## src/rtl/core/text_console_writer_top_assert.svh

```systemverilog
// Assertion macros used by the text console writer RTL.
`ifndef TEXT_CONSOLE_WRITER_TOP_ASSERT_SVH
`define TEXT_CONSOLE_WRITER_TOP_ASSERT_SVH

// Checks cons in the same cycle as ante.
`define TCW_ASSERT_SAME(lbl, ante, cons, msg) \
  lbl: assert property (@(posedge clk) disable iff (!rst_n) (ante) |-> (cons)) \
    else $error(msg);

// Checks cons in the cycle after ante.
`define TCW_ASSERT_NEXT(lbl, ante, cons, msg) \
  lbl: assert property (@(posedge clk) disable iff (!rst_n) (ante) |=> (cons)) \
    else $error(msg);

`endif

```

## src/rtl/core/tcw_pkg.sv

```systemverilog
// Shared constants, types and tables of the text console writer.
package tcw_pkg;

  localparam int COLUMNS  = 80;
  localparam int ROWS     = 25;
  localparam int TAB_STOP = 8;
  localparam int CELLS    = ROWS * COLUMNS;

  localparam int KIND_W = 2;
  localparam int CH_W   = 8;
  localparam int ATTR_W = 8;
  localparam int COL_W  = 7;
  localparam int ROW_W  = 5;
  localparam int IDX_W  = 11;
  localparam int CELL_W = CH_W + ATTR_W;
  localparam int TAB_W  = COL_W + 1;

  localparam int CFG_AW = 4;
  localparam int CFG_DW = 32;

  typedef logic [CH_W-1:0]   byte_t;
  typedef logic [COL_W-1:0]  col_t;
  typedef logic [ROW_W-1:0]  row_t;
  typedef logic [IDX_W-1:0]  idx_t;
  typedef logic [CELL_W-1:0] cell_t;
  typedef logic [TAB_W-1:0]  tab_t;
  typedef tab_t [COLUMNS-1:0] tab_tbl_t;

  typedef enum logic [KIND_W-1:0] {
    KIND_PRINT  = 2'd0,
    KIND_READ   = 2'd1,
    KIND_HEADER = 2'd2,
    KIND_SPIN   = 2'd3
  } kind_t;

  typedef enum logic [3:0] {
    ST_CLEAR,
    ST_IDLE,
    ST_EXEC,
    ST_RMW,
    ST_MOVE,
    ST_READ,
    ST_SCROLL_CP,
    ST_SCROLL_BL,
    ST_DONE
  } state_t;

  localparam byte_t CH_END   = 8'h00;
  localparam byte_t CH_TAB   = 8'h09;
  localparam byte_t CH_NL    = 8'h0A;
  localparam byte_t CH_SPACE = 8'h20;

  localparam logic [1:0] REG_NORMAL = 2'd0;
  localparam logic [1:0] REG_CURSOR = 2'd1;
  localparam logic [1:0] REG_HEADER = 2'd2;

  localparam byte_t NORMAL_ATTR_RST = 8'd7;
  localparam byte_t CURSOR_ATTR_RST = 8'd112;
  localparam byte_t HEADER_ATTR_RST = 8'd31;

  localparam cell_t BLANK_RST = {NORMAL_ATTR_RST, CH_SPACE};

  // Spinner symbols in order: slash, dash, backslash, bar.
  localparam byte_t [3:0] SPIN_GLYPHS = {8'h7C, 8'h5C, 8'h2D, 8'h2F};

  localparam idx_t SPIN_ADDR   = idx_t'(COLUMNS - 1);
  localparam idx_t ROW1_BASE   = idx_t'(COLUMNS);
  localparam idx_t ROW2_BASE   = idx_t'(2 * COLUMNS);
  localparam idx_t BOTTOM_BASE = idx_t'((ROWS - 1) * COLUMNS);
  localparam idx_t SCROLL_N    = idx_t'((ROWS - 2) * COLUMNS);
  localparam idx_t CELLS_IDX   = idx_t'(CELLS);

  function automatic tab_tbl_t build_tab_tbl();
    tab_tbl_t t;
    for (int i = 0; i < COLUMNS; i++) begin
      t[i] = tab_t'(((i + TAB_STOP) / TAB_STOP) * TAB_STOP);
    end
    return t;
  endfunction

  // Next tab stop for each column.
  localparam tab_tbl_t TAB_NEXT = build_tab_tbl();

  typedef struct packed {
    byte_t normal_attr;
    byte_t cursor_attr;
    byte_t header_attr;
  } cfg_t;

  typedef struct packed {
    logic  we;
    idx_t  waddr;
    cell_t wdata;
    logic  re;
    idx_t  raddr;
  } mem_req_t;

endpackage

```

## src/rtl/core/tcw_cfg_regs.sv

```systemverilog
// APB attribute registers of the text console writer.
module tcw_cfg_regs import tcw_pkg::*; (
  input  logic              clk,
  input  logic              rst_n,
  input  logic              cfg_psel,
  input  logic              cfg_penable,
  input  logic              cfg_pwrite,
  input  logic [CFG_AW-1:0] cfg_paddr,
  input  logic [CFG_DW-1:0] cfg_pwdata,
  output logic [CFG_DW-1:0] cfg_prdata,
  output logic              cfg_pready,
  output cfg_t              cfg
);

  cfg_t       cfg_r;
  logic       wr_en;
  logic [1:0] reg_sel;
  byte_t      rd_byte;

  assign cfg_pready = 1'b1;
  assign wr_en      = cfg_psel && cfg_penable && cfg_pwrite;
  assign reg_sel    = cfg_paddr[3:2];
  assign cfg        = cfg_r;

  always_ff @(posedge clk) begin
    if (!rst_n) begin
      cfg_r.normal_attr <= NORMAL_ATTR_RST;
      cfg_r.cursor_attr <= CURSOR_ATTR_RST;
      cfg_r.header_attr <= HEADER_ATTR_RST;
    end else if (wr_en) begin
      case (reg_sel)
        REG_NORMAL: cfg_r.normal_attr <= cfg_pwdata[CH_W-1:0];
        REG_CURSOR: cfg_r.cursor_attr <= cfg_pwdata[CH_W-1:0];
        REG_HEADER: cfg_r.header_attr <= cfg_pwdata[CH_W-1:0];
        default: ;
      endcase
    end
  end

  always_comb begin
    case (reg_sel)
      REG_NORMAL: rd_byte = cfg_r.normal_attr;
      REG_CURSOR: rd_byte = cfg_r.cursor_attr;
      REG_HEADER: rd_byte = cfg_r.header_attr;
      default:    rd_byte = '0;
    endcase
  end

  assign cfg_prdata = {{(CFG_DW - CH_W){1'b0}}, rd_byte};

endmodule

```

## config.mk

```make
export PLATFORM = sky130hd
export DESIGN_NAME = tcw_cfg_regs
export DESIGN_NICKNAME = d
export VERILOG_FILES = /design/src/rtl/core/text_console_writer_top_assert.svh /design/src/rtl/core/tcw_pkg.sv /design/src/rtl/core/tcw_cfg_regs.sv
export SDC_FILE = /design/constraint.sdc
export NUM_CORES = 1
export LEC_CHECK = 0
export ABC_AREA = 1
export BUFFER_PORTS_ARGS = -buffer_cell sky130_fd_sc_hd__buf_2
export CAP_MARGIN = 20
export CORE_MARGIN = 10
export CORE_UTILIZATION = 36
export CTS_CLUSTER_SIZE = 28
export DETAILED_ROUTE_END_ITERATION = 7
export PLACE_DENSITY = 0.81
export SYNTH_ARGS = -nofsm -noshare
export SYNTH_HDL_FRONTEND = slang
export SYNTH_SLANG_ARGS = --single-unit
```

## constraint.sdc

```tcl
create_clock -name clk -period 0.9 [get_ports clk]
set_input_delay 0.18 -clock clk [delete_from_list [all_inputs] [get_ports clk]]
set_output_delay 0.18 -clock clk [all_outputs]
set_load 0.005 [all_outputs]
```

==> After elaboration in Yosys (flattened, before gate mapping) <==
Index checks and enable logic that the tools add are counted.
{ "totals": {"output_inout_bits": 57, "reg_bits": 24, "input_bits": 41, "wordCells": 12} }
{ "classes": {"reduce_logical": 6, "eq_ne": 2, "muxes": 1} }
{ "ops": {"columns": ["operator", "n"], "rows": [
  ["$pmux 8 s3", 1],
  ["$reduce_and 2->1", 3],
  ["$eq 2x1->1 const B", 1],
  ["$eq 2x2->1 const B", 1],
  ["$logic_and 1x1->1", 2],
  ["$logic_not 2->1", 1]
]} }

==> Logic depth before layout (Yosys ltp) <==
{ "logic_depth": {"word_depth": 3, "ltp_mapped": 6, "depth_no_buf": 5} }

==> Worst setup path before layout <==
Ideal clock, no wire load.
{ "synth_timing": {"kind": "in2out", "startpoint": "input port cfg_paddr[3]", "endpoint": "output port cfg_prdata[3]", "setup_slack_ps": 10, "cell_stages": 4, "path_buffers": 1, "required_time_ps": 720, "t_arrival_ps": 710, "path_cell_list": "nor2_1 > buf_6 > nand2_1 > nand3_1"} }
{ "synth_via": {"elab_chain_cells": 2, "elab_cells_between_ends": 4, "cone_classes": "eq/ne: 2; mux: 1; reduce/logical: 1"} }
{ "synth_lines": {"columns": ["element", "line", "text"], "rows": [
  ["from (decl)", "tcw_cfg_regs.sv:8", "input logic [CFG_AW-1:0] cfg_paddr,"],
  ["$eq 2x2->1, or another cell as far along", "tcw_cfg_regs.sv:41", "case (reg_sel)"],
  ["$pmux 8 s3 (*)", "tcw_cfg_regs.sv:41", null],
  ["to (decl)", "tcw_cfg_regs.sv:10", "output logic [CFG_DW-1:0] cfg_prdata,"]
]} }
Every way passes the cells marked *; elsewhere a longest branch is shown, timed or not.

==> Worst setup path in the final report <==
{ "layout_timing": {"startpoint": "register cfg_r, in the netlist cfg[4]", "endpoint": "output port cfg_prdata[4]"} }
{ "layout_via": {"elab_chain_cells": 1} }
{ "layout_lines": {"columns": ["element", "line", "text"], "rows": [
  ["from (decl)", "tcw_cfg_regs.sv:15", "cfg_t cfg_r;"],
  ["$pmux 8 s3", "tcw_cfg_regs.sv:41", null]
]} }
No other way between the ends.

==> run_summary.xml <==
<?xml version="1.0" encoding="UTF-8"?>
<metrics>
  <group name="pwr">
    <metric name="leakagePower" unit="nW">1.07</metric>
    <metric name="power_density" unit="mW/mm2">1210</metric>
    <metric name="worst_supply_voltage_drop_on_vdd" unit="mV">0.881</metric>
    <metric name="total_power" unit="mW">2.54</metric>
  </group>
  <group name="outcome">
    <metric name="status" unit="">finished, violations left</metric>
    <metric name="violations" unit="">setup timing</metric>
  </group>
  <group name="worst_setup_path">
    <metric name="sort_of_element_at_the_start_of_the_critical_path" unit="">flop</metric>
    <metric name="timing.critical_path.arrival" unit="ns">0.89</metric>
    <metric name="critical_path_class" unit="">flop to output port</metric>
    <metric name="worst-r2r-setup-slack" unit="ns">0.11</metric>
    <metric name="crit_end" unit="">cfg_prdata[4]</metric>
    <metric name="critical_path.startpoint" unit="">cfg[4]</metric>
    <metric name="critical_path_peak_fanout" unit="">2</metric>
    <metric name="critical-path-top-delay-family" unit="">flip-flops</metric>
    <metric name="cp.buffers_inverters" unit="">1</metric>
    <metric name="cp_data_required_time" unit="ns">0.72</metric>
    <metric name="cp_max_stage_cell" unit="">sky130_fd_sc_hd__dfxtp_2</metric>
    <metric name="critical_path.reg2reg.startpoint" unit="">cfg[18]</metric>
    <metric name="timing.critical_path.cells" unit="">nand2_2 -&gt; nand3_2 -&gt; buf_6</metric>
    <metric name="timing.critical_path.to_type" unit="">output port</metric>
    <metric name="reg2regPathDepth" unit="">4</metric>
    <metric name="cp.depth" unit="">3</metric>
    <metric name="worst_r2r_endpoint" unit="">cfg[18]</metric>
    <metric name="timing.critical_path.slowest_cell_delay" unit="ns">0.34</metric>
  </group>
  <group name="finish">
    <metric name="drive_above_1_share" unit="">0.463</metric>
    <metric name="area.sequential" unit="um2">513</metric>
    <metric name="antennaDiodeCount" unit="">0</metric>
    <metric name="largest_register_ff_count" unit="">24</metric>
    <metric name="fillers" unit="">319</metric>
    <metric name="layout.core_utilization" unit="">0.571</metric>
    <metric name="multi_input_logic_area" unit="um2">728</metric>
    <metric name="num-nets-final" unit="">310</metric>
    <metric name="final_design_area_no_fill" unit="mm2">0.00209</metric>
    <metric name="syn_to_final_growth" unit="%">53.7</metric>
    <metric name="instances_no_fill" unit="">316</metric>
  </group>
  <group name="floorplan">
    <metric name="core-area" unit="mm2">0.00366</metric>
    <metric name="die_w" unit="um">81.5</metric>
    <metric name="number_of_cell_rows" unit="">22</metric>
    <metric name="die_y" unit="um">81.5</metric>
    <metric name="floorplan.die_area" unit="mm2">0.00664</metric>
    <metric name="io-pin-count" unit="">98</metric>
    <metric name="initial_utilization" unit="">0.372</metric>
  </group>
  <group name="clocking">
    <metric name="worst_skew_pair.late_latency" unit="ns">0.26</metric>
    <metric name="clock_tree_from_tritoncts" unit="">yes</metric>
    <metric name="clk_path_buf_depth" unit="">2</metric>
    <metric name="cts_made_buffers" unit="">3</metric>
    <metric name="tritoncts_num_sinks" unit="">24</metric>
    <metric name="ctsHtreeMaxLevel" unit="">1</metric>
    <metric name="worst_setup_hold_path_clk_slew" unit="ns">0.09</metric>
    <metric name="cts.root.buffer_cell" unit="">sky130_fd_sc_hd__clkbuf_8</metric>
    <metric name="cts_hold_buf" unit="">0</metric>
  </group>
  <group name="sta">
    <metric name="final_hold_viol_count" unit="">0</metric>
    <metric name="timing.hold.ws" unit="ns">0.143</metric>
    <metric name="timing.final.max_slew_violations" unit="">0</metric>
    <metric name="report.final.setup_viol" unit="">25</metric>
    <metric name="final_cycle_share" unit="">1.19</metric>
    <metric name="post-route-worst-setup-slack" unit="ns">-0.168</metric>
    <metric name="setup-tns-final" unit="ns">-2.10</metric>
    <metric name="timing.fmax" unit="GHz">0.937</metric>
    <metric name="post-route-min-period" unit="ns">1.07</metric>
    <metric name="worst_skew" unit="ns">0</metric>
    <metric name="unrepaired_setup_endpoints_after_global_routing" unit="">yes</metric>
  </group>
  <group name="routing">
    <metric name="drt_drc_violations_left" unit="">0</metric>
    <metric name="wire_per_inst" unit="um">13.9</metric>
    <metric name="drt_pre_antenna_iters" unit="">4</metric>
    <metric name="drt_first_iter_violations" unit="">58</metric>
    <metric name="total_via_count_after_detailed_routing" unit="">1420</metric>
    <metric name="postRouteWirelength" unit="mm">4.40</metric>
    <metric name="drt.antenna.violating_nets" unit="">0</metric>
    <metric name="vias_per_cell" unit="">4.49</metric>
  </group>
  <group name="global_route">
    <metric name="total_gr_overflow" unit="">0</metric>
    <metric name="grt_pass1_wl" unit="mm">6.50</metric>
    <metric name="number_of_antenna_violations_at_the_first_check_in_global_routing" unit="">0</metric>
    <metric name="grt_util_all_layers" unit="">0.122</metric>
    <metric name="grt_max_degree" unit="">25</metric>
    <metric name="first_global_vias" unit="">1377</metric>
  </group>
  <group name="synthesis">
    <metric name="synth.yosys.warnings" unit="">0</metric>
    <metric name="synth_cells" unit="">200</metric>
    <metric name="yosys_register_bits" unit="">24</metric>
    <metric name="mappedNetlistArea" unit="mm2">0.00136</metric>
    <metric name="netlist-cell-type-count" unit="">12</metric>
    <metric name="synth_area_per_cell" unit="um2">6.81</metric>
    <metric name="synth_seq_area_share" unit="">0.353</metric>
  </group>
  <group name="place">
    <metric name="hpwl_dp" unit="mm">3.07</metric>
    <metric name="io_buffers" unit="">46</metric>
    <metric name="place.gp.congestion" unit="">0.748</metric>
    <metric name="placed_area" unit="mm2">0.00160</metric>
    <metric name="post-place-ws" unit="ns">-0.214</metric>
    <metric name="dpl.cell_count" unit="">296</metric>
  </group>
  <group name="run">
    <metric name="maxCapViolCount" unit="">0</metric>
  </group>
  <group name="min_path">
    <metric name="hold_class" unit="">input pin to flop</metric>
  </group>
</metrics>
## cells in the final DEF, fill, tap and decap left out, drive strengths merged
| cell | synthesis | layout |
|---|---|---|
| nand3 | 33 | 33 |
| inv | 11 | 11 |
| bufinv | 0 | 1 |
| nor2 | 33 | 33 |
| clkbuf | 2 | 4 |
| dfxtp | 24 | 24 |
| nand2 | 66 | 66 |
| buf | 29 | 71 |
| conb | 2 | 25 |
## cell usage after synthesis
cell type / instances / area, um2
sky130_fd_sc_hd__buf_4: 25 / 188
sky130_fd_sc_hd__nand3_1: 33 / 165
sky130_fd_sc_hd__clkbuf_8: 1 / 13.8
sky130_fd_sc_hd__clkbuf_1: 1 / 3.75
sky130_fd_sc_hd__inv_1: 10 / 37.5
sky130_fd_sc_hd__conb_1: 2 / 7.51
sky130_fd_sc_hd__nor2_4: 6 / 67.6
sky130_fd_sc_hd__buf_6: 4 / 45.0
sky130_fd_sc_hd__dfxtp_1: 24 / 480
sky130_fd_sc_hd__inv_2: 1 / 3.75
sky130_fd_sc_hd__nand2_1: 66 / 248
sky130_fd_sc_hd__nor2_1: 27 / 101
## final cells by class
type                    count  area share
repair buffers             72       0.321
multi-input cells         157       0.348
clock buffers               3      0.0197
inverters                  11      0.0233
clock inverters             1      0.0144
flip-flops and latches     24       0.245
well taps                  48      0.0287
## how the worst min path moves through the flow
stage	startpoint	cells after the start	endpoint	slack (ns)
detailed placement	cfg_pwdata[6]	3	cfg[14]	0.41
floorplan	rst_n	2	cfg[20]	0.30
finish	cfg_pwdata[6]	3	cfg[14]	0.14
global placement	cfg_pwdata[5]	3	cfg[13]	0.41
global route	cfg_pwdata[1]	3	cfg[1]	0.16
CTS	cfg_pwdata[6]	3	cfg[14]	0.14
## kinds of logic after synthesis
group	Yosys count	synth area share
AND/OR/NAND/NOR	132	0.427
buffers and inverters	42	0.214
other	2	0.00552
flip-flops	24	0.353
## layer usage
layer	vias up	routed length, um	GRT usage
met5	-	0	0
met4	0	93	0.0502
met3	8	504	0.0393
met2	61	2260	0.219
met1	646	1540	0.128
li1	705	-	-
## what timing repair did
| action | CTS | global route |
|---|---|---|
| setup endpoints to repair | 32 | 36 |
| pin swaps | 23 | 12 |
| endpoints found under the hold margin | 0 | 0 |
| resized for setup | 41 | 42 |
| cloned | 0 | 1 |
| buffers inserted | 6 | 9 |
## worst min-delay path: cells and delay by family
family / cells / cell delay [ns]
buf+inv: 1 / 0.09
simple gates: 2 / 0.11
## report_power, final
part	switching [mW]	internal, mW
clock	0.352	0.594
sequential	0.0219	1.09
combinational	0.250	0.235
total	0.624	1.92
Note: power is estimated with default switching activity, not from simulation.
