## config.mk

```make
export PLATFORM = sky130hd
export DESIGN_NAME = tcw_ctrl_flat
export DESIGN_NICKNAME = d
export VERILOG_FILES = /design/src/rtl/core/tcw_pkg.sv /design/src/rtl/core/tcw_if.sv /design/src/rtl/core/tcw_ctrl.sv /design/src/flat_wrapper.sv
export VERILOG_INCLUDE_DIRS = /design/src /design/src/rtl/core
export SDC_FILE = /design/constraint.sdc
export NUM_CORES = 1
export LEC_CHECK = 0
export BUFFER_PORTS_ARGS = -buffer_cell sky130_fd_sc_hd__buf_2
export CORE_MARGIN = 2
export CORE_UTILIZATION = 30
export DETAILED_ROUTE_END_ITERATION = 6
export GPL_TIMING_DRIVEN = 0
export SLEW_MARGIN = 25
export SYNTH_ARGS = -nofsm -noshare
export SYNTH_HDL_FRONTEND = slang
export SYNTH_SLANG_ARGS = --single-unit
```

## constraint.sdc

```tcl
create_clock -name clk -period 3.3 [get_ports clk]
set_input_delay 0.33 -clock clk [delete_from_list [all_inputs] [get_ports clk]]
set_output_delay 0.33 -clock clk [all_outputs]
set_load 0.01 [all_outputs]
```

## src/rtl/core/text_console_writer_top_assert.svh

```systemverilog
// Assertion macros used by the text console writer RTL.
`ifndef TEXT_CONSOLE_WRITER_TOP_ASSERT_SVH
`define TEXT_CONSOLE_WRITER_TOP_ASSERT_SVH

// Checks cons in the same cycle as ante.
`define TCW_ASSERT_SAME(lbl, ante, cons, msg) \
  lbl: assert property (@(posedge clk) disable iff (!rst_n) (ante) |-> (cons)) \
    else $error(msg);

// Checks cons in the cycle after ante.
`define TCW_ASSERT_NEXT(lbl, ante, cons, msg) \
  lbl: assert property (@(posedge clk) disable iff (!rst_n) (ante) |=> (cons)) \
    else $error(msg);

`endif

```

## src/rtl/core/tcw_pkg.sv

```systemverilog
// Shared constants, types and tables of the text console writer.
package tcw_pkg;

  localparam int COLUMNS  = 80;
  localparam int ROWS     = 25;
  localparam int TAB_STOP = 8;
  localparam int CELLS    = ROWS * COLUMNS;

  localparam int KIND_W = 2;
  localparam int CH_W   = 8;
  localparam int ATTR_W = 8;
  localparam int COL_W  = 7;
  localparam int ROW_W  = 5;
  localparam int IDX_W  = 11;
  localparam int CELL_W = CH_W + ATTR_W;
  localparam int TAB_W  = COL_W + 1;

  localparam int CFG_AW = 4;
  localparam int CFG_DW = 32;

  typedef logic [CH_W-1:0]   byte_t;
  typedef logic [COL_W-1:0]  col_t;
  typedef logic [ROW_W-1:0]  row_t;
  typedef logic [IDX_W-1:0]  idx_t;
  typedef logic [CELL_W-1:0] cell_t;
  typedef logic [TAB_W-1:0]  tab_t;
  typedef tab_t [COLUMNS-1:0] tab_tbl_t;

  typedef enum logic [KIND_W-1:0] {
    KIND_PRINT  = 2'd0,
    KIND_READ   = 2'd1,
    KIND_HEADER = 2'd2,
    KIND_SPIN   = 2'd3
  } kind_t;

  typedef enum logic [3:0] {
    ST_CLEAR,
    ST_IDLE,
    ST_EXEC,
    ST_RMW,
    ST_MOVE,
    ST_READ,
    ST_SCROLL_CP,
    ST_SCROLL_BL,
    ST_DONE
  } state_t;

  localparam byte_t CH_END   = 8'h00;
  localparam byte_t CH_TAB   = 8'h09;
  localparam byte_t CH_NL    = 8'h0A;
  localparam byte_t CH_SPACE = 8'h20;

  localparam logic [1:0] REG_NORMAL = 2'd0;
  localparam logic [1:0] REG_CURSOR = 2'd1;
  localparam logic [1:0] REG_HEADER = 2'd2;

  localparam byte_t NORMAL_ATTR_RST = 8'd7;
  localparam byte_t CURSOR_ATTR_RST = 8'd112;
  localparam byte_t HEADER_ATTR_RST = 8'd31;

  localparam cell_t BLANK_RST = {NORMAL_ATTR_RST, CH_SPACE};

  // Spinner symbols in order: slash, dash, backslash, bar.
  localparam byte_t [3:0] SPIN_GLYPHS = {8'h7C, 8'h5C, 8'h2D, 8'h2F};

  localparam idx_t SPIN_ADDR   = idx_t'(COLUMNS - 1);
  localparam idx_t ROW1_BASE   = idx_t'(COLUMNS);
  localparam idx_t ROW2_BASE   = idx_t'(2 * COLUMNS);
  localparam idx_t BOTTOM_BASE = idx_t'((ROWS - 1) * COLUMNS);
  localparam idx_t SCROLL_N    = idx_t'((ROWS - 2) * COLUMNS);
  localparam idx_t CELLS_IDX   = idx_t'(CELLS);

  function automatic tab_tbl_t build_tab_tbl();
    tab_tbl_t t;
    for (int i = 0; i < COLUMNS; i++) begin
      t[i] = tab_t'(((i + TAB_STOP) / TAB_STOP) * TAB_STOP);
    end
    return t;
  endfunction

  // Next tab stop for each column.
  localparam tab_tbl_t TAB_NEXT = build_tab_tbl();

  typedef struct packed {
    byte_t normal_attr;
    byte_t cursor_attr;
    byte_t header_attr;
  } cfg_t;

  typedef struct packed {
    logic  we;
    idx_t  waddr;
    cell_t wdata;
    logic  re;
    idx_t  raddr;
  } mem_req_t;

endpackage

```

## src/rtl/core/tcw_if.sv

```systemverilog
// Item channel interfaces of the text console writer.
interface tcw_in_if import tcw_pkg::*; ();
  logic              valid;
  logic              ready;
  logic [KIND_W-1:0] kind;
  logic [CH_W-1:0]   char_code;
  logic [IDX_W-1:0]  cell_index;

  modport source (output valid, kind, char_code, cell_index, input ready);
  modport sink   (input valid, kind, char_code, cell_index, output ready);
endinterface

interface tcw_out_if import tcw_pkg::*; ();
  logic              valid;
  logic              ready;
  logic [COL_W-1:0]  cursor_col;
  logic [ROW_W-1:0]  cursor_row;
  logic [CH_W-1:0]   cell_char;
  logic [ATTR_W-1:0] cell_attr;

  modport source (output valid, cursor_col, cursor_row, cell_char, cell_attr, input ready);
  modport sink   (input valid, cursor_col, cursor_row, cell_char, cell_attr, output ready);
endinterface

```

## src/rtl/core/tcw_ctrl.sv

```systemverilog
// Cursor sequencer: decodes items and runs read-modify-write, scroll and clear sweeps.
`include "text_console_writer_top_assert.svh"

module tcw_ctrl import tcw_pkg::*; (
  input  logic     clk,
  input  logic     rst_n,
  tcw_in_if.sink   in_ch,
  tcw_out_if.source out_ch,
  input  cfg_t     cfg,
  output mem_req_t mem_req,
  input  cell_t    rd_data
);

  state_t state_r, state_nxt;
  idx_t   cnt_r, cnt_nxt;
  col_t   cur_col_r, cur_col_nxt;
  row_t   cur_row_r, cur_row_nxt;
  logic   msg_open_r, msg_open_nxt;
  logic [1:0] spin_r, spin_nxt;
  logic   out_valid_r, out_valid_nxt;
  logic   out_load;

  kind_t  kind_r;
  byte_t  ch_r;
  idx_t   idx_r;
  byte_t  rd_char_r, rd_char_nxt;
  byte_t  rd_attr_r, rd_attr_nxt;
  col_t   out_col_r;
  row_t   out_row_r;
  byte_t  out_char_r;
  byte_t  out_attr_r;

  idx_t   cur_addr;
  tab_t   mv_adv;
  col_t   mv_col;
  row_t   mv_row;
  logic   mv_scroll;
  logic   is_ctrl_ch;
  logic   need_rmw;

  assign cur_addr   = idx_t'(cur_row_r) * ROW1_BASE + idx_t'(cur_col_r);
  assign is_ctrl_ch = (ch_r == CH_TAB) || (ch_r == CH_NL);
  // The cursor cell's attribute is rewritten in place when no character replaces it.
  assign need_rmw   = (ch_r == CH_END) || (!msg_open_r && is_ctrl_ch);

  assign in_ch.ready       = (state_r == ST_IDLE);
  assign out_ch.valid      = out_valid_r;
  assign out_ch.cursor_col = out_col_r;
  assign out_ch.cursor_row = out_row_r;
  assign out_ch.cell_char  = out_char_r;
  assign out_ch.cell_attr  = out_attr_r;

  // Cursor advance for a print item.
  always_comb begin
    mv_adv    = (ch_r == CH_TAB) ? TAB_NEXT[cur_col_r] : ({1'b0, cur_col_r} + tab_t'(1));
    mv_col    = col_t'(mv_adv);
    mv_row    = cur_row_r;
    mv_scroll = 1'b0;
    if ((ch_r == CH_NL) || (mv_adv >= tab_t'(COLUMNS))) begin
      mv_col = '0;
      if (cur_row_r == row_t'(ROWS - 1)) begin
        mv_scroll = 1'b1;
      end else begin
        mv_row = cur_row_r + row_t'(1);
      end
    end
  end

  always_comb begin
    state_nxt = state_r;
    case (state_r)
      ST_CLEAR: begin
        if (cnt_r == idx_t'(CELLS - 1)) state_nxt = ST_IDLE;
      end
      ST_IDLE: begin
        if (in_ch.valid) state_nxt = ST_EXEC;
      end
      ST_EXEC: begin
        case (kind_r)
          KIND_PRINT:  state_nxt = need_rmw ? ST_RMW : ST_MOVE;
          KIND_READ:   state_nxt = (idx_r < CELLS_IDX) ? ST_READ : ST_DONE;
          KIND_HEADER: state_nxt = ST_DONE;
          KIND_SPIN:   state_nxt = ST_RMW;
          default:     state_nxt = ST_DONE;
        endcase
      end
      ST_RMW: begin
        state_nxt = ((kind_r == KIND_SPIN) || (ch_r == CH_END)) ? ST_DONE : ST_MOVE;
      end
      ST_MOVE: begin
        state_nxt = mv_scroll ? ST_SCROLL_CP : ST_DONE;
      end
      ST_READ: begin
        state_nxt = ST_DONE;
      end
      ST_SCROLL_CP: begin
        if (cnt_r == SCROLL_N) state_nxt = ST_SCROLL_BL;
      end
      ST_SCROLL_BL: begin
        if (cnt_r == idx_t'(COLUMNS - 1)) state_nxt = ST_DONE;
      end
      ST_DONE: begin
        if (!out_valid_r || out_ch.ready) state_nxt = ST_IDLE;
      end
      default: state_nxt = ST_IDLE;
    endcase
  end

  always_comb begin
    mem_req       = '0;
    cnt_nxt       = cnt_r;
    cur_col_nxt   = cur_col_r;
    cur_row_nxt   = cur_row_r;
    msg_open_nxt  = msg_open_r;
    spin_nxt      = spin_r;
    rd_char_nxt   = rd_char_r;
    rd_attr_nxt   = rd_attr_r;
    out_valid_nxt = out_valid_r && !out_ch.ready;
    out_load      = 1'b0;
    case (state_r)
      ST_CLEAR: begin
        mem_req.we    = 1'b1;
        mem_req.waddr = cnt_r;
        mem_req.wdata = BLANK_RST;
        cnt_nxt       = cnt_r + idx_t'(1);
      end
      ST_EXEC: begin
        rd_char_nxt = '0;
        rd_attr_nxt = '0;
        case (kind_r)
          KIND_PRINT: begin
            msg_open_nxt = (ch_r != CH_END);
            if (need_rmw) begin
              mem_req.re    = 1'b1;
              mem_req.raddr = cur_addr;
            end else if (!is_ctrl_ch) begin
              mem_req.we    = 1'b1;
              mem_req.waddr = cur_addr;
              mem_req.wdata = {cfg.normal_attr, ch_r};
            end
          end
          KIND_READ: begin
            if (idx_r < CELLS_IDX) begin
              mem_req.re    = 1'b1;
              mem_req.raddr = idx_r;
            end
          end
          KIND_HEADER: begin
            if ((ch_r != CH_END) && (idx_r < CELLS_IDX)) begin
              mem_req.we    = 1'b1;
              mem_req.waddr = idx_r;
              mem_req.wdata = {cfg.header_attr, ch_r};
            end
          end
          KIND_SPIN: begin
            mem_req.re    = 1'b1;
            mem_req.raddr = SPIN_ADDR;
          end
          default: ;
        endcase
      end
      ST_RMW: begin
        mem_req.we = 1'b1;
        if (kind_r == KIND_SPIN) begin
          mem_req.waddr = SPIN_ADDR;
          mem_req.wdata = {rd_data[CELL_W-1:CH_W], SPIN_GLYPHS[spin_r]};
          spin_nxt      = spin_r + 2'd1;
        end else begin
          mem_req.waddr = cur_addr;
          mem_req.wdata = {(ch_r == CH_END) ? cfg.cursor_attr : cfg.normal_attr,
                           rd_data[CH_W-1:0]};
        end
      end
      ST_MOVE: begin
        cur_col_nxt = mv_col;
        cur_row_nxt = mv_row;
        cnt_nxt     = '0;
      end
      ST_READ: begin
        rd_char_nxt = rd_data[CH_W-1:0];
        rd_attr_nxt = rd_data[CELL_W-1:CH_W];
      end
      ST_SCROLL_CP: begin
        // Read a cell one row down while writing the previous read one row up.
        mem_req.re    = (cnt_r < SCROLL_N);
        mem_req.raddr = ROW2_BASE + cnt_r;
        mem_req.we    = (cnt_r != '0);
        mem_req.waddr = ROW1_BASE + cnt_r - idx_t'(1);
        mem_req.wdata = rd_data;
        cnt_nxt       = (cnt_r == SCROLL_N) ? '0 : (cnt_r + idx_t'(1));
      end
      ST_SCROLL_BL: begin
        mem_req.we    = 1'b1;
        mem_req.waddr = BOTTOM_BASE + cnt_r;
        mem_req.wdata = {cfg.normal_attr, CH_SPACE};
        cnt_nxt       = cnt_r + idx_t'(1);
      end
      ST_DONE: begin
        if (!out_valid_r || out_ch.ready) begin
          out_load      = 1'b1;
          out_valid_nxt = 1'b1;
        end
      end
      default: ;
    endcase
  end

  always_ff @(posedge clk) begin
    if (!rst_n) begin
      state_r     <= ST_CLEAR;
      cnt_r       <= '0;
      cur_col_r   <= '0;
      cur_row_r   <= row_t'(ROWS - 1);
      msg_open_r  <= 1'b0;
      spin_r      <= '0;
      out_valid_r <= 1'b0;
    end else begin
      state_r     <= state_nxt;
      cnt_r       <= cnt_nxt;
      cur_col_r   <= cur_col_nxt;
      cur_row_r   <= cur_row_nxt;
      msg_open_r  <= msg_open_nxt;
      spin_r      <= spin_nxt;
      out_valid_r <= out_valid_nxt;
    end
  end

  always_ff @(posedge clk) begin
    if (in_ch.valid && in_ch.ready) begin
      kind_r <= kind_t'(in_ch.kind);
      ch_r   <= in_ch.char_code;
      idx_r  <= in_ch.cell_index;
    end
    rd_char_r <= rd_char_nxt;
    rd_attr_r <= rd_attr_nxt;
    if (out_load) begin
      out_col_r  <= cur_col_r;
      out_row_r  <= cur_row_r;
      out_char_r <= rd_char_r;
      out_attr_r <= rd_attr_r;
    end
  end

  `TCW_ASSERT_NEXT(a_accept_starts_exec, in_ch.valid && in_ch.ready, state_r == ST_EXEC, "accepted item did not start execution")
  `TCW_ASSERT_SAME(a_write_in_range, mem_req.we, mem_req.waddr < CELLS_IDX, "screen write outside the store")
  `TCW_ASSERT_SAME(a_scroll_keeps_status, (state_r == ST_SCROLL_CP) && mem_req.we, mem_req.waddr >= ROW1_BASE, "scroll wrote into the status row")
  `TCW_ASSERT_SAME(a_result_from_done, $rose(out_valid_r), $past(state_r) == ST_DONE, "result raised outside the done state")

endmodule
```

## src/flat_wrapper.sv

```systemverilog
// flat-port wrapper written by rule: the top's interface ports become plain ports
module tcw_ctrl_flat import tcw_pkg::*;
  (clk, rst_n, cfg, mem_req, rd_data, in_ch_valid, in_ch_kind, in_ch_char_code, in_ch_cell_index, in_ch_ready, out_ch_valid, out_ch_cursor_col, out_ch_cursor_row, out_ch_cell_char, out_ch_cell_attr, out_ch_ready);
  tcw_in_if in_ch_i ();
  tcw_out_if out_ch_i ();
  input  logic clk;
  input  logic rst_n;
  input  cfg_t cfg;
  output mem_req_t mem_req;
  input  cell_t rd_data;
  input wire logic [$bits(in_ch_i.valid)-1:0] in_ch_valid;
  input wire logic [$bits(in_ch_i.kind)-1:0] in_ch_kind;
  input wire logic [$bits(in_ch_i.char_code)-1:0] in_ch_char_code;
  input wire logic [$bits(in_ch_i.cell_index)-1:0] in_ch_cell_index;
  output wire logic [$bits(in_ch_i.ready)-1:0] in_ch_ready;
  output wire logic [$bits(out_ch_i.valid)-1:0] out_ch_valid;
  output wire logic [$bits(out_ch_i.cursor_col)-1:0] out_ch_cursor_col;
  output wire logic [$bits(out_ch_i.cursor_row)-1:0] out_ch_cursor_row;
  output wire logic [$bits(out_ch_i.cell_char)-1:0] out_ch_cell_char;
  output wire logic [$bits(out_ch_i.cell_attr)-1:0] out_ch_cell_attr;
  input wire logic [$bits(out_ch_i.ready)-1:0] out_ch_ready;
  assign in_ch_i.valid = in_ch_valid;
  assign in_ch_i.kind = in_ch_kind;
  assign in_ch_i.char_code = in_ch_char_code;
  assign in_ch_i.cell_index = in_ch_cell_index;
  assign in_ch_ready = in_ch_i.ready;
  assign out_ch_valid = out_ch_i.valid;
  assign out_ch_cursor_col = out_ch_i.cursor_col;
  assign out_ch_cursor_row = out_ch_i.cursor_row;
  assign out_ch_cell_char = out_ch_i.cell_char;
  assign out_ch_cell_attr = out_ch_i.cell_attr;
  assign out_ch_i.ready = out_ch_ready;
  tcw_ctrl u_core (.clk(clk), .rst_n(rst_n), .in_ch(in_ch_i), .out_ch(out_ch_i), .cfg(cfg), .mem_req(mem_req), .rd_data(rd_data));
endmodule
```

## Word level (Yosys, flattened, before mapping)

Memory sizes are Yosys's and may differ from the RTL's. A register that Yosys moved wholly into a read port is not among the register bits.
Cells that the tools add are included.

| word-level totals | value |
|---|---|
| word-level logic and storage cells | 118 |
| output and inout port bits | 70 |
| memory bits (read-only) | 1024 |
| bits of input ports | 65 |
| memories | 1 |
| flip-flop bits (word level) | 96 |

| cells by class | value |
|---|---|
| bitwise gates (word level) | 1 |
| reduce and logical (&&, ||, !) cells | 24 |
| muxes and demuxes | 39 |
| $add $sub $neg | 9 |
| equal/unequal tests | 22 |
| order comparisons | 5 |
| multiply operators | 1 |

Memory list:

| memory | words | bits a word | rd ports | clocked after Yosys merged registers in | write ports | RTL line | RTL |
|---|---|---|---|---|---|---|---|
| (no name shown) | 128 | 8 | 1 | 1 | 0 | tcw_ctrl.sv:55 | `mv_adv = (ch_r == CH_TAB) ? TAB_NEXT[cur_col_r] : ({1'b0, cur_col_r} + tab_t'(1));` |

Operators by type and width:

| kind | count |
|---|---|
| $pmux 28 s5 | 1 |
| $mux 28 | 3 |
| $pmux 28 s2 | 1 |
| $pmux 12 s3 | 1 |
| $pmux 4 s9 | 1 |
| $pmux 11 s3 | 1 |
| $mux 4 | 8 |
| $mux 8 | 4 |
| $pmux 8 s2 | 2 |
| $mux 27 | 1 |
| $mux 12 | 2 |
| $pmux 12 s2 | 1 |
| $eq 11x11->1 const B | 2 |
| $lt 11x11->1 const B | 2 |
| $mux 7 | 3 |
| $bmux 8 s2 | 1 |
| $eq 4x3->1 const B | 4 |
| $eq 8x4->1 const B | 2 |
| $pmux 4 s4 | 1 |
| $add 11x1->11 const B | 1 |
| $add 11x11->11 const A | 1 |
| $add 11x7->11 | 1 |
| $add 7x11->11 const A | 1 |
| $add 8x11->11 const A | 1 |
| 35 further kinds | 55 |

## Depth between registers and ports, before layout

Gate-level depths: netlist (run 1).

| logic depth | value |
|---|---|
| depth after elaboration | 8 |
| depth in mapped cells | 11 |
| mapped depth without buffers | 10 |

## Worst setup path before layout (run 1)

Ideal clock, no wire load.

| timing path | value |
|---|---|
| path type | reg2reg |
| from | reg u_core.ch_r[5] |
| to | reg (tool-made name) |
| setup time | 0.121 ns |
| period minus slack after synthesis | 2.984 ns |
| cell stages (with the launch flop) | 11 |
| data required time | 3.179 ns |
| data arrival time | 2.863 ns |
| path slack | 0.316 ns |
| path buffers | 2 |
| path through | edfxtp_1 > or4_1 > buf_2 > or3_1 > buf_6 > a311oi_2 > o21ai_2 > a32o_1 > and2_1 > ha_1 > mux2_4 |

RTL lines:

| what | RTL line | RTL |
|---|---|---|
| start, declared | tcw_ctrl.sv:24 | `byte_t ch_r;` |
| start signal, assigned | tcw_ctrl.sv:231 | `ch_r <= in_ch.char_code;` |

==> results.yml, run 1 <==
status:
  status: "complete, no violations"
placed_design:
  gp_congestion: 0.908
  post-dp-hpwl_um: 13500
  dp.cells: 983
  port_buffers: 134
  dp_slack_ps: -274
sta:
  tns_ps: 0
  finalSetupViolations: 0
  fmax_mhz: 312
  skew_ps: 8.57
  drv_slew: 0
  worstMarginPinSlew_ps: 838
  hold_viol: 0
  hold_slack_ps: 137
  fin_crit_ps: 3200
  fin_crit_sh_pct: 97.1
  max-slew-margin-rel_pct: 43.5
  timing.final.ws_setup_ps: 95.2
worst_setup_path:
  slowest_stage: "or4_4"
  critPathRequiredTime_ps: 3550
  end_kind: "flip-flop"
  critPathArrivalTime_ps: 3450
  slowest_delay_ps: 550
  cp-start-kind: "flip-flop"
  criticalPathCategory: "flip-flop to flip-flop"
  path_cells: "or4_4 > clkbuf_4 > or3_1 > buf_6 > a311oi_4 > o21ai_4 > a32o_2 > and2_1 > ha_1 > mux2_4"
  path_delay_family: "simple AND/OR/NAND/NOR gates"
  path_buf_inv: 2
  cp_max_fo: 10
synthesis:
  synth-edff-count: 65
  syn_area_sq_mm: 0.00582
  synth_warnings: 0
  synthTopCellsByArea: "edfxtp_1 34%, dfxtp_1 12%, ha_1 4.9%"
  yosysTopAreaCellShare_pct: 33.6
  synthTopCellsByCount: "70 x nand2_1, 65 x edfxtp_1, 40 x nor2_1"
  synth_most_common_cell: "nand2_1"
  synth-async-reset-ratio_pct: 0
  synth_cell_types: 74
  yosysSeqAreaShare_pct: 45.6
  postSynthAreaPerCell_sq_um: 9.91
  synthFlopType: "edfxtp_1"
  synth_fp_nets: 677
  synth-seq-cells: 100
  syn-instance-count: 587
  synth_top_area_cell: "edfxtp_1"
global_route:
  antenna_found_initial: 0
  grt_pass1_wl_um: 26900
  grt_pass1_vias: 4888
  grt_start_max_net_pins: 24
  grt_use_total_pct: 17.2
  gr-total-overflow: 0
flow_run:
  maxCapViolations: 0
clock_tree:
  cts-root-buf: "clkbuf_16"
  cts_max_path_buffers: 2
  cts_sinks: 100
  cts_tree: "done"
  numCtsBuffers: 9
  htree_levels: 3
  worstSkewPairLatency_ps: 360
  clk_pin_slew_worst_paths_ps: 80
final_layout:
  final_layout_size_suffix_gt1_share_pct: 29.6
  antennaDiodeCount: 0
  syn_to_final_growth_pct: 26.6
  finalNonFillerCells: 1003
  final_nets: 828
  final_util_pct: 39.0
  fill_cells: 1928
detailed_routing:
  vias: 5251
  ant_nets: 0
  drtPass1Iterations: 6
  routedWlPerCell_um: 17.9
  drc_errors: 0
  via_per_inst: 5.24
  drt-initial-drc-count: 432
  routed_wl_um: 18000
power:
  switching_share_pct: 24.0
  seqPwrFrac_pct: 53.1
  p_leak_nw: 2.82
  p_clk_share_pct: 42.9
  irDropWorstVdd_uv: 234
  powerDensity_mw_per_mm2: 340
  combPwrFrac_pct: 4.1
  p_int_w: 0.00190
  switchingPower_w: 0.000601
floorplanning:
  num_rows: 50
  fp.dieH_um: 143
  dieArea_sq_mm: 0.0205
  io_pins: 135
  die_w_um: 143
  start_util_pct: 30.8
  core-area_sq_mm: 0.0189
min_path:
  hold_path_class: "primary input to flip-flop"
## power by group through the flow
stage | Combinational, W | Sequential (W) | Clock [W]
final | 0.000101 | 0.00133 | 0.00107
after floorplan | 0.0000405 | 0.00136 | 0
after detailed placement | 0.0000990 | 0.00136 | 0
after global routing | 0.000112 | 0.00133 | 0.00114
after CTS | 0.000100 | 0.00133 | 0.00110
after global placement | 0.0000994 | 0.00136 | 0
## worst paths after layout
check | start | slack, ps | depth (start not counted) | to
min | in_ch_cell_index[9] | 140 | 1 | u_core.idx_r[9]
max reg2reg | u_core.ch_r[5] | 100 | 10 | flip-flop
max | u_core.ch_r[5] | 100 | 10 | flip-flop
min reg2reg | u_core.rd_char_r[6] | 420 | 0 | u_core.out_ch.cell_char[6]
## routing by layer
layer	GRT usage, %	wire [um]	vias to the layer above
li1	-	-	2502
met1	23.9	8120	2489
met2	27.0	8130	237
met3	3.86	1490	23
met4	4.70	246	0
met5	0	0	-
## repair_timing
action,4_1_cts,5_1_grt
hold buffers,0,0
pin swaps,1,4
endpoints found under the setup margin,40,19
resized for setup,17,25
buffers inserted,0,7
## sequential cells by signal, summed over array words and instances, names as in the netlist, 2 cells and up, named ones only
| signal | flops |
|---|---|
| u_core.cnt_r | 11 |
| u_core.idx_r | 11 |
| u_core.ch_r | 8 |
| u_core.out_ch.cell_attr | 8 |
| u_core.out_ch.cell_char | 8 |
| u_core.rd_attr_r | 8 |
| u_core.rd_char_r | 8 |
| u_core.cur_col_r | 7 |
| u_core.out_ch.cursor_col | 7 |
| u_core.cur_row_r | 5 |
| u_core.out_ch.cursor_row | 5 |
| u_core.state_r | 4 |
| u_core.kind_r | 2 |
| u_core.spin_r | 2 |
## layout by cell type, fill, tap and decap left out, drive strengths merged, types with 15 or more instances in the layout
master / instances
nand3: 22
inv: 22
xnor2: 16
ha: 23
nand2: 70
nor2: 40
a21oi: 19
o21ai: 28
xor2: 15
buf: 148
edfxtp: 65
and2: 25
clkbuf: 41
dfxtp: 35
a221o: 15
## cell type report
class,count,area [sq um],area share [%]
tap,260,325,4.42
sequential,100,2660,36.1
clock buffer,9,225,3.06
multi-input combinational,429,3060,41.5
buffer,37,210,2.85
timing repair buffer,143,756,10.3
clock inverter,7,66.3,0.900
inverter,18,67.6,0.917
## per-stage QoR
step	instance area (sq um)	total power, W
2_1_floorplan	5820	0.00140
3_3_place_gp	6810	0.00146
3_5_place_dp	6870	0.00146
4_1_cts	7210	0.00253
5_1_grt	7360	0.00259
6_report	7360	0.00251
## logic make-up after synthesis
group	after synthesis	synth area share, %
adders and majority gates	25	5.64
DFF	100	45.6
AOI/OAI and AO/OA	137	18.2
muxes	6	1.16
buffers and inverters	58	4.62
xor gates and xnor gates	31	4.67
and+or+nand+nor	230	20.2
Note: power is estimated with default switching activity, not from simulation.
==> inputs of run 2 (changes only) <==
--- a/config.mk
+++ b/config.mk
@@ -10,7 +10,6 @@
 export CORE_MARGIN = 2
 export CORE_UTILIZATION = 30
 export DETAILED_ROUTE_END_ITERATION = 6
-export GPL_TIMING_DRIVEN = 0
 export SLEW_MARGIN = 25
 export SYNTH_ARGS = -nofsm -noshare
 export SYNTH_HDL_FRONTEND = slang
==> results.yml, run 2 (synthesized netlist as in run 1, its figures left out) <==
sta:
  drv_slew: 0
  fin_crit_ps: 3120
  rsz0062_at_grt: "true"
  finalSetupViolations: 0
  skew_ps: 10.7
  worstMarginPinSlew_ps: 736
  fmax_mhz: 320
  tns_ps: 0
  hold_viol: 0
  fin_crit_sh_pct: 94.6
  max-slew-margin-rel_pct: 50.5
final_layout:
  top_regs: "u_core.cnt_r: 11 flops, u_core.idx_r: 11 flops"
  fin_area_sq_mm: 0.00716
  final_layout_size_suffix_gt1_share_pct: 29.0
  finalNonFillerCells: 984
  final_util_pct: 37.9
  final_common_cell: "buf_2"
  fill_cells: 1940
  syn_to_final_growth_pct: 23.0
  layout_common_cells: "134 x buf_2, 70 x nand2_1, 65 x edfxtp_1"
  final_nets: 809
  antennaDiodeCount: 0
power:
  powerDensity_mw_per_mm2: 351
  finalPower_w: 0.00251
  p_leak_nw: 2.79
  irDropWorstVdd_uv: 269
worst_setup_path:
  r2r_start: "u_core.ch_r[5]"
  reg2reg_slack_ps: 260
  end_kind: "primary output"
  criticalPathCategory: "flip-flop to primary output"
  cp-start-kind: "flip-flop"
  ff2ff_path_depth: 9
  critPathArrivalTime_ps: 2790
  critPathRequiredTime_ps: 2970
  cp_max_fo: 8
detailed_routing:
  via_per_inst: 5.22
  ant_nets: 0
  drtPass1Iterations: 5
  drc_errors: 0
  drt-initial-drc-count: 455
  routedWlPerCell_um: 17.6
  vias: 5137
  routed_wl_um: 17300
global_route:
  gr-total-overflow: 0
  grt_use_total_pct: 16.8
  antenna_found_initial: 0
  grt_pass1_wl_um: 26300
  grt_start_max_net_pins: 29
  grt_pass1_vias: 4843
placed_design:
  place_area_sq_mm: 0.00682
  gp_congestion: 0.904
  post-dp-hpwl_um: 12900
  dp.cells: 968
  port_buffers: 134
status:
  status: "complete, no violations"
min_path:
  whs_endpoint: "u_core.idx_r[9]"
  whs_path_depth: 1
  hold_path_class: "primary input to flip-flop"
  hp-start: "in_ch_cell_index[9]"
floorplanning:
  dieArea_sq_mm: 0.0205
  io_pins: 135
  core-area_sq_mm: 0.0189
  die_w_um: 143
  num_rows: 50
  fp.dieH_um: 143
  start_util_pct: 30.8
clock_tree:
  cts_tree: "done"
  cts_sinks: 100
  cts_setup_buffers: 0
  numCtsBuffers: 9
  cts-root-buf: "clkbuf_16"
  cts_max_path_buffers: 2
  clk_pin_slew_worst_paths_ps: 80
  worstSkewPairLatency_ps: 360
  htree_levels: 3
flow_run:
  maxCapViolations: 0
-- run 2: critical path, stage by stage (launching register included) --
cell      delay (ps)
edfxtp_1         400
or4_4            570
buf_4            190
nor3b_4          210
nor4_2            80
or2_1            270
buf_4            190
a222oi_1         310
inv_1             70
buf_2            140
-- run 2: timing repair --
item / in CTS / in global routing
hold buffers: 0 / 0
endpoints found under the setup margin: 11 / 11
gates resized for setup: 1 / 8
pin swaps: 0 / 2
-- run 2: metal layers --
layer  wire length (um)  track usage, %
met5                  0               0
met2               7770            26.2
met4                258            4.33
met1               8120            23.8
met3               1120            3.25
-- run 2: how the worst max path moves through the flow --
stage | from | endpoint | slack [ps] | depth (start not counted)
5_1_grt | u_core.ch_r[5] | mem_req[13] | -8 | 9
2_1_floorplan | u_core.ch_r[5] | flip-flop | 320 | 10
4_1_cts | u_core.ch_r[5] | mem_req[22] | 50 | 7
6_report | u_core.ch_r[5] | mem_req[13] | 180 | 9
3_5_place_dp | u_core.ch_r[5] | flip-flop | 270 | 9
3_3_place_gp | u_core.ch_r[5] | flip-flop | 310 | 8
-- run 2: cell type report --
| class | instances | area [sq um] | share of cell area (%) |
|---|---|---|---|
| Multi-Input combinational cell | 429 | 2930 | 41.0 |
| Sequential cell | 100 | 2660 | 37.1 |
| Timing Repair Buffer | 161 | 873 | 12.2 |
| Tap cell | 260 | 325 | 4.55 |
| Clock buffer | 9 | 225 | 3.15 |
| Clock inverter | 7 | 77.6 | 1.08 |
| Inverter | 18 | 67.6 | 0.944 |
-- run 2: power by group --
part | internal, W | switching (W)
Combinational | 0.0000473 | 0.0000471
Sequential | 0.00132 | 0.00000918
Clock | 0.000541 | 0.000542
Total | 0.00191 | 0.000598
-- run 2: stage by stage --
step | setup slack, ps | hold WS, ps
detailed placement | 272 | 405
global route | -7.83 | 137
floorplan | 316 | 400
global placement | 307 | 400
finish | 178 | 147
CTS | 45.1 | 138
